File: src/fra_pkg.sv
`timescale 1ns / 1ps

package fra_pkg;

	// request codes
	localparam logic [2:0] REQ_GET     = 3'd0;
	localparam logic [2:0] REQ_COMMIT  = 3'd1;
	localparam logic [2:0] REQ_PEEK    = 3'd2;
	localparam logic [2:0] REQ_RELEASE = 3'd3;
	localparam logic [2:0] REQ_CLEAR   = 3'd4;

	// result status codes
	localparam logic [1:0] ST_OK       = 2'd0;
	localparam logic [1:0] ST_NO_SPACE = 2'd1;
	localparam logic [1:0] ST_EMPTY    = 2'd2;
	localparam logic [1:0] ST_FULL     = 2'd3;

	// register byte-address bit that selects past the ring_bytes register
	localparam int REG_SEL_BIT = 2;

endpackage

File: src/fra_ram.sv
`timescale 1ns / 1ps

module fra_ram #(
	parameter int WIDTH = 82,
	parameter int DEPTH = 16
) (
	input  logic                     clk,
	input  logic                     we,
	input  logic [$clog2(DEPTH)-1:0] waddr,
	input  logic [WIDTH-1:0]         wdata,
	input  logic                     re,
	input  logic [$clog2(DEPTH)-1:0] raddr,
	output logic [WIDTH-1:0]         rdata
);

	logic [WIDTH-1:0] mem [DEPTH];

	always_ff @(posedge clk) begin
		if (we) begin
			mem[waddr] <= wdata;
		end
		if (re) begin
			rdata <= mem[raddr];
		end
	end

endmodule

File: src/frame_ring_allocator_core.sv
// Frame ring allocator: offset bookkeeping for an external byte ring that
// holds variable-size frames, each kept contiguous.
// Request channel: drive req_type, frame_len, frame_key and no_draw with
// start high; the item is taken at the edge where start is high and busy
// is low. Requests: get region, commit, peek oldest, release oldest, clear.
// Result channel: one result per item, shown for exactly one cycle with
// done high. The receiver cannot stall; sample the result when done is high.
// Sequence: the accepting edge reads the queue head from the descriptor RAM;
// the next cycle computes the update and its closing edge loads counters and
// result, so done is high in the cycle after that compute cycle. busy is
// high only in the compute cycle, so a new item is taken at best at the
// edge that ends its predecessor's result cycle.
// Configuration: APB port, ring_bytes at byte address 0. A write empties
// the ring; write only while the block is idle. Sizes keep their low
// OFFSET_BITS+1 bits; values above 2^OFFSET_BITS are then clamped to it.
// Reset: empties the ring, ring_bytes goes to 2^OFFSET_BITS. The
// descriptor RAM is not cleared; only written entries are ever used.
// Error requests (no space, empty, queue full) report a status and leave
// the state untouched.
`timescale 1ns / 1ps

module frame_ring_allocator_core #(
	parameter int DESC_DEPTH  = 16,
	parameter int OFFSET_BITS = 24
) (
	input  logic                   clk,
	input  logic                   arst_n,
	// request channel
	input  logic                   start,
	output logic                   busy,
	input  logic [2:0]             req_type,
	input  logic [OFFSET_BITS:0]   frame_len,
	input  logic signed [31:0]     frame_key,
	input  logic                   no_draw,
	// result channel
	output logic                   done,
	output logic [1:0]             status,
	output logic [OFFSET_BITS-1:0] region_offset,
	output logic [OFFSET_BITS:0]   out_len,
	output logic signed [31:0]     out_key,
	output logic                   out_no_draw,
	output logic [OFFSET_BITS:0]   free_bytes,
	output logic [OFFSET_BITS:0]   ready_bytes,
	// configuration port
	input  logic                   psel,
	input  logic                   penable,
	input  logic                   pwrite,
	input  logic [2:0]             paddr,
	input  logic [31:0]            pwdata,
	output logic [31:0]            prdata,
	output logic                   pready
);

	localparam int OB    = OFFSET_BITS;
	localparam int LW    = OFFSET_BITS + 1;
	localparam int IDX_W = $clog2(DESC_DEPTH);
	localparam int CNT_W = $clog2(DESC_DEPTH + 1);
	localparam int ENT_W = OB + LW + 33;
	localparam logic [LW-1:0]    RING_MAX = LW'(1) << OB;
	localparam logic [IDX_W-1:0] LAST_IDX = IDX_W'(DESC_DEPTH - 1);
	localparam logic [CNT_W-1:0] FULL_CNT = CNT_W'(DESC_DEPTH);

	typedef enum logic [1:0] {
		S_IDLE = 2'b01,
		S_EXEC = 2'b10
	} state_t;

	state_t state_q;

	// configuration and ring state
	logic [LW-1:0]    ring_q;
	logic [OB-1:0]    wr_off_q, rd_off_q;
	logic [LW-1:0]    free_q, ready_q;
	logic [IDX_W-1:0] head_q, tail_q;
	logic [CNT_W-1:0] used_q;

	// captured request
	logic [2:0]    req_q;
	logic [LW-1:0] len_q;
	logic [31:0]   key_q;
	logic          flag_q;

	// registered result
	logic          done_q;
	logic [1:0]    status_q;
	logic [OB-1:0] roff_q;
	logic [LW-1:0] olen_q;
	logic [31:0]   okey_q;
	logic          oflag_q;

	// next-state values
	logic [OB-1:0]    wr_off_d, rd_off_d;
	logic [LW-1:0]    free_d, ready_d;
	logic [IDX_W-1:0] head_d, tail_d;
	logic [CNT_W-1:0] used_d;
	logic [1:0]       status_d;
	logic [OB-1:0]    roff_d;
	logic [LW-1:0]    olen_d;
	logic [31:0]      okey_d;
	logic             oflag_d;
	logic             ram_we;

	logic accept, exec, cfg_wr;
	logic [32:0]      wdata_ext;
	logic [LW-1:0]    ring_wr;

	// descriptor RAM entry: {offset, length, key, flag}
	logic [ENT_W-1:0] ram_rdata, ram_wdata;
	logic [OB-1:0]    ent_off;
	logic [LW-1:0]    ent_len;
	logic [31:0]      ent_key;
	logic             ent_flag;

	// release arithmetic
	logic [LW:0]   skip, rd_sum, rd_wrap;
	logic [LW+1:0] free_sum;
	logic [LW:0]   wr_sum;

	assign busy   = (state_q != S_IDLE);
	assign accept = start && !busy;
	assign exec   = (state_q == S_EXEC);
	assign pready = 1'b1;
	assign cfg_wr = psel && penable && pwrite && !paddr[fra_pkg::REG_SEL_BIT];
	assign prdata = paddr[fra_pkg::REG_SEL_BIT] ? 32'd0 : 32'({1'b0, ring_q});

	// cut the written size to OFFSET_BITS+1 bits, then clamp it to 2^OFFSET_BITS
	assign wdata_ext = {1'b0, pwdata};
	assign ring_wr   = (wdata_ext[LW-1:0] > RING_MAX) ? RING_MAX : wdata_ext[LW-1:0];

	assign {ent_off, ent_len, ent_key, ent_flag} = ram_rdata;
	assign ram_wdata = {wr_off_q, len_q, key_q, flag_q};

	// head entry is read on every accept, ready for the execute cycle
	fra_ram #(
		.WIDTH(ENT_W),
		.DEPTH(DESC_DEPTH)
	) u_desc_ram (
		.clk  (clk),
		.we   (ram_we),
		.waddr(tail_q),
		.wdata(ram_wdata),
		.re   (accept),
		.raddr(head_q),
		.rdata(ram_rdata)
	);

	// release: gap skipped before the oldest frame, new read offset, freed bytes
	always_comb begin
		if (ent_off >= rd_off_q) begin
			skip = (LW+1)'(ent_off) - (LW+1)'(rd_off_q);
		end else begin
			skip = (LW+1)'(ent_off) + (LW+1)'(ring_q) - (LW+1)'(rd_off_q);
		end
		rd_sum   = (LW+1)'(ent_off) + (LW+1)'(ent_len);
		rd_wrap  = (rd_sum >= (LW+1)'(ring_q)) ? rd_sum - (LW+1)'(ring_q) : rd_sum;
		free_sum = (LW+2)'(free_q) + (LW+2)'(ent_len) + (LW+2)'(skip);
		wr_sum   = (LW+1)'(wr_off_q) + (LW+1)'(len_q);
	end

	always_comb begin
		wr_off_d = wr_off_q;
		rd_off_d = rd_off_q;
		free_d   = free_q;
		ready_d  = ready_q;
		head_d   = head_q;
		tail_d   = tail_q;
		used_d   = used_q;
		status_d = fra_pkg::ST_OK;
		roff_d   = '0;
		olen_d   = '0;
		okey_d   = '0;
		oflag_d  = 1'b0;
		ram_we   = 1'b0;
		unique case (req_q)
			fra_pkg::REQ_GET: begin
				if (len_q > free_q) begin
					status_d = fra_pkg::ST_NO_SPACE;
				end else if (rd_off_q >= wr_off_q) begin
					// read offset at or past write offset: rewind both offsets only if the queue is drained
					if (used_q == '0) begin
						wr_off_d = '0;
						rd_off_d = '0;
						roff_d   = '0;
					end else begin
						roff_d = wr_off_q;
					end
				end else if (ring_q - LW'(wr_off_q) >= len_q) begin
					roff_d = wr_off_q;
				end else if (LW'(rd_off_q) >= len_q) begin
					// wrap to offset 0, count the skipped tail as used
					free_d   = free_q - (ring_q - LW'(wr_off_q));
					wr_off_d = '0;
					roff_d   = '0;
				end else begin
					status_d = fra_pkg::ST_NO_SPACE;
				end
			end
			fra_pkg::REQ_COMMIT: begin
				if (used_q >= FULL_CNT) begin
					status_d = fra_pkg::ST_FULL;
				end else if (len_q > free_q) begin
					status_d = fra_pkg::ST_NO_SPACE;
				end else begin
					ram_we   = 1'b1;
					tail_d   = (tail_q == LAST_IDX) ? '0 : tail_q + 1'b1;
					used_d   = used_q + 1'b1;
					roff_d   = wr_off_q;
					ready_d  = ready_q + len_q;
					free_d   = free_q - len_q;
					wr_off_d = (wr_sum >= (LW+1)'(ring_q)) ?
						OB'(wr_sum - (LW+1)'(ring_q)) : OB'(wr_sum);
				end
			end
			fra_pkg::REQ_PEEK: begin
				if (used_q == '0) begin
					status_d = fra_pkg::ST_EMPTY;
				end else begin
					roff_d  = ent_off;
					olen_d  = ent_len;
					okey_d  = ent_key;
					oflag_d = ent_flag;
				end
			end
			fra_pkg::REQ_RELEASE: begin
				if (used_q == '0) begin
					status_d = fra_pkg::ST_EMPTY;
				end else begin
					head_d   = (head_q == LAST_IDX) ? '0 : head_q + 1'b1;
					used_d   = used_q - 1'b1;
					free_d   = (free_sum > (LW+2)'(ring_q)) ? ring_q : LW'(free_sum);
					ready_d  = (ready_q > ent_len) ? ready_q - ent_len : '0;
					rd_off_d = (rd_wrap >= (LW+1)'(ring_q)) ? '0 : OB'(rd_wrap);
				end
			end
			fra_pkg::REQ_CLEAR: begin
				wr_off_d = '0;
				rd_off_d = '0;
				free_d   = ring_q;
				ready_d  = '0;
				head_d   = '0;
				tail_d   = '0;
				used_d   = '0;
			end
			default: begin
				// unknown request: report ok, change nothing
			end
		endcase
	end

	// control and ring state
	always_ff @(posedge clk or negedge arst_n) begin
		if (!arst_n) begin
			state_q  <= S_IDLE;
			ring_q   <= RING_MAX;
			wr_off_q <= '0;
			rd_off_q <= '0;
			free_q   <= RING_MAX;
			ready_q  <= '0;
			head_q   <= '0;
			tail_q   <= '0;
			used_q   <= '0;
			done_q   <= 1'b0;
		end else begin
			done_q <= exec;
			unique case (state_q)
				S_IDLE: if (accept) state_q <= S_EXEC;
				S_EXEC: state_q <= S_IDLE;
				default: state_q <= S_IDLE;
			endcase
			if (cfg_wr) begin
				// new size: empty the ring
				ring_q   <= ring_wr;
				wr_off_q <= '0;
				rd_off_q <= '0;
				free_q   <= ring_wr;
				ready_q  <= '0;
				head_q   <= '0;
				tail_q   <= '0;
				used_q   <= '0;
			end else if (exec) begin
				wr_off_q <= wr_off_d;
				rd_off_q <= rd_off_d;
				free_q   <= free_d;
				ready_q  <= ready_d;
				head_q   <= head_d;
				tail_q   <= tail_d;
				used_q   <= used_d;
			end
		end
	end

	// request capture and result payload
	always_ff @(posedge clk) begin
		if (accept) begin
			req_q  <= req_type;
			len_q  <= frame_len;
			key_q  <= frame_key;
			flag_q <= no_draw;
		end
		if (exec) begin
			status_q <= status_d;
			roff_q   <= roff_d;
			olen_q   <= olen_d;
			okey_q   <= okey_d;
			oflag_q  <= oflag_d;
		end
	end

	assign done          = done_q;
	assign status        = status_q;
	assign region_offset = roff_q;
	assign out_len       = olen_q;
	assign out_key       = okey_q;
	assign out_no_draw   = oflag_q;
	assign free_bytes    = free_q;
	assign ready_bytes   = ready_q;

endmodule

File: config.mk
export PLATFORM = sky130hd
export DESIGN_NAME = frame_ring_allocator_core
export DESIGN_NICKNAME = d
export VERILOG_FILES = /design/src/fra_pkg.sv /design/src/fra_ram.sv /design/src/frame_ring_allocator_core.sv
export SDC_FILE = /design/constraint.sdc
export NUM_CORES = 2
export LEC_CHECK = 0
export ABC_AREA = 1
export BUFFER_PORTS_ARGS = -buffer_cell sky130_fd_sc_hd__buf_2
export CAP_MARGIN = 25
export CORE_MARGIN = 2
export CORE_UTILIZATION = 32
export CTS_CLUSTER_DIAMETER = 80
export DETAILED_ROUTE_END_ITERATION = 16
export PLACE_DENSITY_LB_ADDON = 0.2
export SYNTH_ARGS = -nofsm -noshare
export SYNTH_HDL_FRONTEND = slang
export SYNTH_SLANG_ARGS = --single-unit
File: constraint.sdc
create_clock -name clk -period 17.6 [get_ports clk]
set_clock_uncertainty 0.1 [all_clocks]
set_input_delay 0.88 -clock clk [delete_from_list [all_inputs] [get_ports clk]]
set_output_delay 0.88 -clock clk [all_outputs]
set_load 0.05 [all_outputs]
Word level (Yosys, flattened, before mapping)
Memories as Yosys holds them, arrays and structs flattened. A register that Yosys moved wholly into a read port is not among the register bits.
Cells that the tools add are included.
{"block": "word_totals", "register_bits": 284, "ramBits": 1312, "input_bits": 102, "out_inout_bits": 169, "wordCells": 175, "n_memories": 1}
{"name": "u_desc_ram.mem", "depth": 16, "width": 82, "read_ports": 1, "rd_clocked_by_memory_dff": 1, "write_ports": 1, "line_no": "fra_ram.sv:16", "rtl": "logic [WIDTH-1:0] mem [DEPTH];"}
{"block": "op_classes", "addsub": 18, "n_lt_le_gt_ge": 12, "n_eq_ne": 21, "mux": 80, "n_bitwise": 1, "reduce_logical": 23}
{"op": "2-to-1 mux 24 bit", "n": 23}
{"op": "2-to-1 mux 25 bit", "n": 18}
{"op": "case mux 24 bit (3 select lines)", "n": 3}
{"op": "case mux 25 bit (4 select lines)", "n": 1}
{"op": "adder 24 x 25 -> 26 bit", "n": 3}
{"op": "greater-or-equal comparator 26 x 25 -> 1 bit", "n": 3}
{"op": "case mux 25 bit (3 select lines)", "n": 1}
{"op": "subtractor 25 bit", "n": 3}
{"op": "2-to-1 mux 26 bit", "n": 2}
{"op": "greater-than comparator 25 bit", "n": 2}
{"op": "greater-or-equal comparator 24 bit", "n": 2}
{"op": "2-to-1 mux 4 bit", "n": 9}
{"op": "adder 26 x 26 -> 27 bit", "n": 1}
{"op": "greater-than comparator 27 x 25 -> 1 bit", "n": 1}
{"op": "!= test 3 bit (second input constant)", "n": 9}
{"op": "adder 25 x 25 -> 26 bit", "n": 1}
{"op": "subtractor 26 x 24 -> 26 bit", "n": 1}
{"op": "subtractor 26 x 25 -> 26 bit", "n": 1}
{"op": "adder 25 bit", "n": 1}
{"op": "greater-or-equal comparator 24 x 25 -> 1 bit", "n": 1}
{"op": "greater-or-equal comparator 25 bit", "n": 1}
{"op": "greater-than comparator 25 bit (second input constant)", "n": 1}
{"op": "2-to-1 mux 5 bit", "n": 5}
{"op": "subtractor 24 x 24 -> 25 bit", "n": 1}
{"op": "36 further kinds", "n": 61}

Logic depth before layout (Yosys ltp)
{"block": "depth", "word_depth": 10, "ltp_mapped": 49, "depth_no_buf": 47}

By module
A second synthesis with hierarchy kept.
{"block": "unflattened", "cells_unflattened": 10178, "area_unflattened_um2": 92277.3}
{"mod": "fra_ram", "n_inst": 1, "cells_per_inst": 5386, "area_per_inst_um2": 58904.0, "seq_area_each_um2": 41860.1}
{"mod": "frame_ring_allocator_core", "n_inst": 1, "cells_per_inst": 4792, "area_per_inst_um2": 33373.3, "seq_area_each_um2": 7836.3}

Worst setup path before layout
Ideal clock, no wire load.
{"block": "synth_timing", "path_type": "reg-to-reg", "start": "register len_q[1]", "end": "memory u_desc_ram.mem[7][0], enable pin", "setup_ps": 623, "t_arrival_ps": 7626, "required_time_ps": 16877, "path_slack_ps": 9250, "path_stages_with_launch": 11, "synth_period_minus_slack_ps": 8350, "path_cell_list": "edfxtp_1 -> inv_1 -> ha_1 -> nand3_1 -> nand2_2 -> a21boi_1 -> o21ai_2 -> nand4_1 -> nand2_1 -> nand3_1 -> nor3_1"}
{"block": "synth_between", "elab_chain_cells": 6}
{"item": "start, declared", "line_no": "frame_ring_allocator_core.sv:79", "rtl": "logic [LW-1:0] len_q;"}
{"item": "start signal, assigned", "line_no": "frame_ring_allocator_core.sv:296", "rtl": "len_q <= frame_len;"}
{"item": "greater-than comparator 25 bit", "line_no": "frame_ring_allocator_core.sv:201", "rtl": "end else if (len_q > free_q) begin"}
{"item": "2-to-1 mux 1 bit", "line_no": "frame_ring_allocator_core.sv:201"}
{"item": "2-to-1 mux 1 bit", "line_no": "frame_ring_allocator_core.sv:199", "rtl": "if (used_q >= FULL_CNT) begin"}
{"item": "2-to-1 mux 1 bit", "line_no": "frame_ring_allocator_core.sv:174", "rtl": "unique case (req_q)"}
{"item": "2-to-1 mux 1 bit", "line_no": "fra_ram.sv:19", "rtl": "if (we) begin"}
{"item": "2-to-1 mux 1 bit (implied by the code)", "line_no": "fra_ram.sv:20", "rtl": "mem[waddr] <= wdata;"}
{"item": "end, declared", "line_no": "fra_ram.sv:16"}
No other way between the ends.

Worst setup path after layout
{"block": "layout_timing", "start": "register rd_off_q[1]", "end": "register free_q[5], in the netlist free_bytes[5]"}
{"block": "layout_between", "elab_chain_cells": 9, "word_cells_on_any_way": 16}
{"item": "start, declared", "line_no": "frame_ring_allocator_core.sv:72", "rtl": "logic [OB-1:0] wr_off_q, rd_off_q;"}
{"item": "start signal, assigned", "line_no": "frame_ring_allocator_core.sv:282", "rtl": "rd_off_q <= rd_off_d;"}
{"item": "subtractor 26 x 24 -> 26 bit, or another cell as far along", "line_no": "frame_ring_allocator_core.sv:152", "rtl": "skip = (LW+1)'(ent_off) + (LW+1)'(ring_q) - (LW+1)'(rd_off_q);"}
{"item": "2-to-1 mux 26 bit", "line_no": "frame_ring_allocator_core.sv:149", "rtl": "if (ent_off >= rd_off_q) begin"}
{"item": "adder 26 x 26 -> 27 bit", "line_no": "frame_ring_allocator_core.sv:156", "rtl": "free_sum = (LW+2)'(free_q) + (LW+2)'(ent_len) + (LW+2)'(skip);"}
{"item": "greater-than comparator 27 x 25 -> 1 bit", "line_no": "frame_ring_allocator_core.sv:230", "rtl": "free_d = (free_sum > (LW+2)'(ring_q)) ? ring_q : LW'(free_sum);"}
{"item": "2-to-1 mux 25 bit", "line_no": "frame_ring_allocator_core.sv:230"}
{"item": "2-to-1 mux 25 bit", "line_no": "frame_ring_allocator_core.sv:225", "rtl": "if (used_q == '0) begin"}
{"item": "case mux 25 bit (4 select lines)", "line_no": "frame_ring_allocator_core.sv:174"}
{"item": "2-to-1 mux 25 bit", "line_no": "frame_ring_allocator_core.sv:280", "rtl": "end else if (exec) begin"}
{"item": "2-to-1 mux 25 bit", "line_no": "frame_ring_allocator_core.sv:270", "rtl": "if (cfg_wr) begin"}
{"item": "end signal, assigned", "line_no": "frame_ring_allocator_core.sv:275", "rtl": "free_q <= ring_wr;"}
{"item": "end signal, assigned", "line_no": "frame_ring_allocator_core.sv:283", "rtl": "free_q <= free_d;"}
{"item": "end, declared", "line_no": "frame_ring_allocator_core.sv:73", "rtl": "logic [LW-1:0] free_q, ready_q;"}
Parallel ways exist; a longest one is shown, timed or not. The select of a mux whose other input is x is not followed.
A chain may end at the register's enable or synchronous reset.

==> results.yml <==
worst_hold_path:
  min_path_type: "in2reg"
  worst_hold_startpoint: "no_draw"
  hold_depth: 1
  hold_end: "flag_q"
logic_synthesis:
  ys_ff_latch: 1678
  synth_edf_count: 1539
  seq_area_frac_synth: 0.5743
  synthArstFlopShare: 0.08284
  yosysTopAreaCell: "edfxtp_1"
  yosysUniqueCellTypes: 62
  synth_area_leaders: "edfxtp_1, nand2_1, ha_1, o21ai_0, dfrtp_1"
  ys_warn_count: 0
  yosysMostFrequentCell: "nand2_1"
  synth_ff_type: "edfxtp_1"
  synth_top_area_share: 0.5341
  synth.avg_cell_area_um2: 10.09
  netlist_area_mm2: 0.08653
  syn_inst: 8580
  synth.top_cells.by_count: "nand2_1, edfxtp_1, inv_1, o21ai_0, nor2_1"
status:
  outcome: "completed"
grt:
  antenna_found_initial: 14
  grt-ovfl-total: 0
  grt_pass1_vias: 64560
  grt_usage: 0.2460
  grt_pass1_wl_um: 483100
  grt_max_degree: 159
clock_network:
  cts.repair.resized: 0
  htree_levels: 4
  cts_buffer_depth: 4
  clkSlewWorstSetupHoldPaths_ps: 60
  clk_latency_ps: 870
  root_buffer: "clkbuf_16"
  cts.sinks: 1678
  numCtsBuffers: 196
  cts_setup_buffers: 0
  cts_tree: "yes"
place:
  dp_hpwl_um: 230200
  dp.cells: 12200
  place_congestion: 0.9629
  portBuffers: 253
  placed_area_mm2: 0.09238
floorplan:
  start_util: 0.3224
  fp.dieH_um: 524.0
  core_mm2: 0.2684
  io_pins: 271
  chipWidth_um: 524.0
  die_area_mm2: 0.2746
  fp-row-count: 190
cells_and_area:
  fin_nets: 9442
  stdcell_count: 12560
  fin_util: 0.3676
  area_growth_pct: 14.03
  postLayoutCellArea_mm2: 0.09867
  drive_gt1_frac: 0.08937
timing:
  hold_viol: 0
  period_minus_slack_ps: 8924
  fmax_ghz: 0.1121
  slew_headroom: 0.2567
  maxSlewViolCount: 0
  fin_crit_sh: 0.5071
  rsz0062_at_grt: "no"
  worst_pin_slew_ps: 1115
  finalSetupTns_ps: 0
  setup_viol: 0
worst_setup_path:
  rr_startpoint: "rd_off_q[1]"
  required_ps: 18210
  cpPeakStageDelay_ps: 600
  ff2ff_path_depth: 41
  cp_data_arrival_time_ps: 9530
  cp_max_fo: 40
  end_kind: "register"
  critPathKind: "reg2reg"
  r2r_end: "free_bytes[5]"
  crit_top_cell: "nand2_1"
  r2r_setup_slack_ps: 8680
  critPathLaunchType: "register"
  slowest_stage: "dfrtp_1"
drt:
  drt_iter0_markers: 6577
  dr.pass1.iters: 6
  drt_wl_total_um: 345600
  drc: 0
  avgRoutedWirePerCell_um: 27.50
  antenna_left: 0
  routed-via-count: 67340
  viasPerCell: 5.360
run:
  cap_violations: 0
[routing by layer]
layer / GRT usage / part of all wire / up-vias
met5: 0 / 0.000038 / -
met1: 0.3358 / 0.44 / 33500
met3: 0.03163 / 0.056 / 545
li1: - / - / 30900
met2: 0.3941 / 0.46 / 2388
met4: 0.1016 / 0.047 / 2
[how the worst max path moves through the flow]
stage	cells past startpoint	from	slack, ps	to
finish	41	rd_off_q[1]	8680	free_bytes[5]
global route	43	rd_off_q[1]	8190	free_bytes[19]
CTS	43	rd_off_q[1]	8920	free_bytes[20]
detailed placement	43	rd_off_q[1]	8970	free_bytes[5]
global placement	43	rd_off_q[1]	8900	free_bytes[5]
floorplan	10	len_q[1]	9250	u_desc_ram.mem[7][0]
[sequential cells by signal, summed over array words and instances (netlist names)]
| name | count |
|---|---|
| ring_q | 25 |
| req_q | 3 |
| len_q | 25 |
| done | 1 |
| status | 2 |
| u_desc_ram.mem | 1312 |
| key_q | 32 |
| tail_q | 4 |
| wr_off_q | 24 |
| ready_bytes | 25 |
| state_q | 2 |
| used_q | 5 |
| u_desc_ram.rdata | 82 |
| free_bytes | 25 |
| out_no_draw | 1 |
| out_key | 32 |
| region_offset | 24 |
| head_q | 4 |
| flag_q | 1 |
| rd_off_q | 24 |
| out_len | 25 |
[area by class of cell]
type / instances / area, um2
repair buffers: 430 / 2745
inverters: 758 / 2878
well taps: 3552 / 4444
clock buffers: 249 / 5166
flip-flops and latches: 1678 / 49710
multi-input cells: 5790 / 32690
diodes: 4 / 10.01
fillers: 26800 / 169700
clock inverters: 103 / 1020
[per-stage QoR]
| stage | setup slack [ps] | hold WS, ps |
|---|---|---|
| detailed placement | 8974 | 400.1 |
| floorplan | 9250 | 377.6 |
| finish | 8676 | 89.99 |
| global route | 8195 | 41.03 |
| CTS | 8924 | 17.71 |
| global placement | 8902 | 398.2 |
[repair_timing]
action,CTS,global route
setup endpoints to repair,0,0
hold endpoints to repair,33,0
hold buffers,1,0
[placed cells by master (no fill, tap or decap), drive strengths merged, types with 55 or more instances in the layout]
cell type / netlist / routed
a221oi: 107 / 107
a21oi: 632 / 632
nor3: 55 / 55
xor2: 135 / 135
inv: 757 / 769
nand3: 467 / 467
clkbuf: 277 / 249
edfxtp: 1539 / 1539
ha: 425 / 425
nor2: 720 / 720
nand2: 1738 / 1738
o21ai: 756 / 756
nand4: 152 / 152
o22ai: 137 / 137
clkinv: 1 / 70
buf: 83 / 429
dfrtp: 136 / 136
o221ai: 66 / 66
xnor2: 67 / 67
fa: 61 / 61
[kinds of logic after synthesis]
kind of cell / share of synthesized area
adders and majority gates: 0.07557
and+or+nand+nor: 0.1548
AOI/OAI and AO/OA: 0.1248
xor gates and xnor gates: 0.02045
DFF: 0.5743
other: 0.00008679
buffers and inverters: 0.04994
[critical path, delay by kind of cell, from the launching register on]
kind                       cells  cell delay (ps)
buffers and inverters          4             1070
AOI/OAI and AO/OA              3              640
adders and majority gates      5             1830
and+or+nand+nor               28             4060
xor gates and xnor gates       1              480
DFF                            1              600
Power is not shown: default switching activity piles up to over one toggle a cycle in this logic, so the estimate is an artifact.
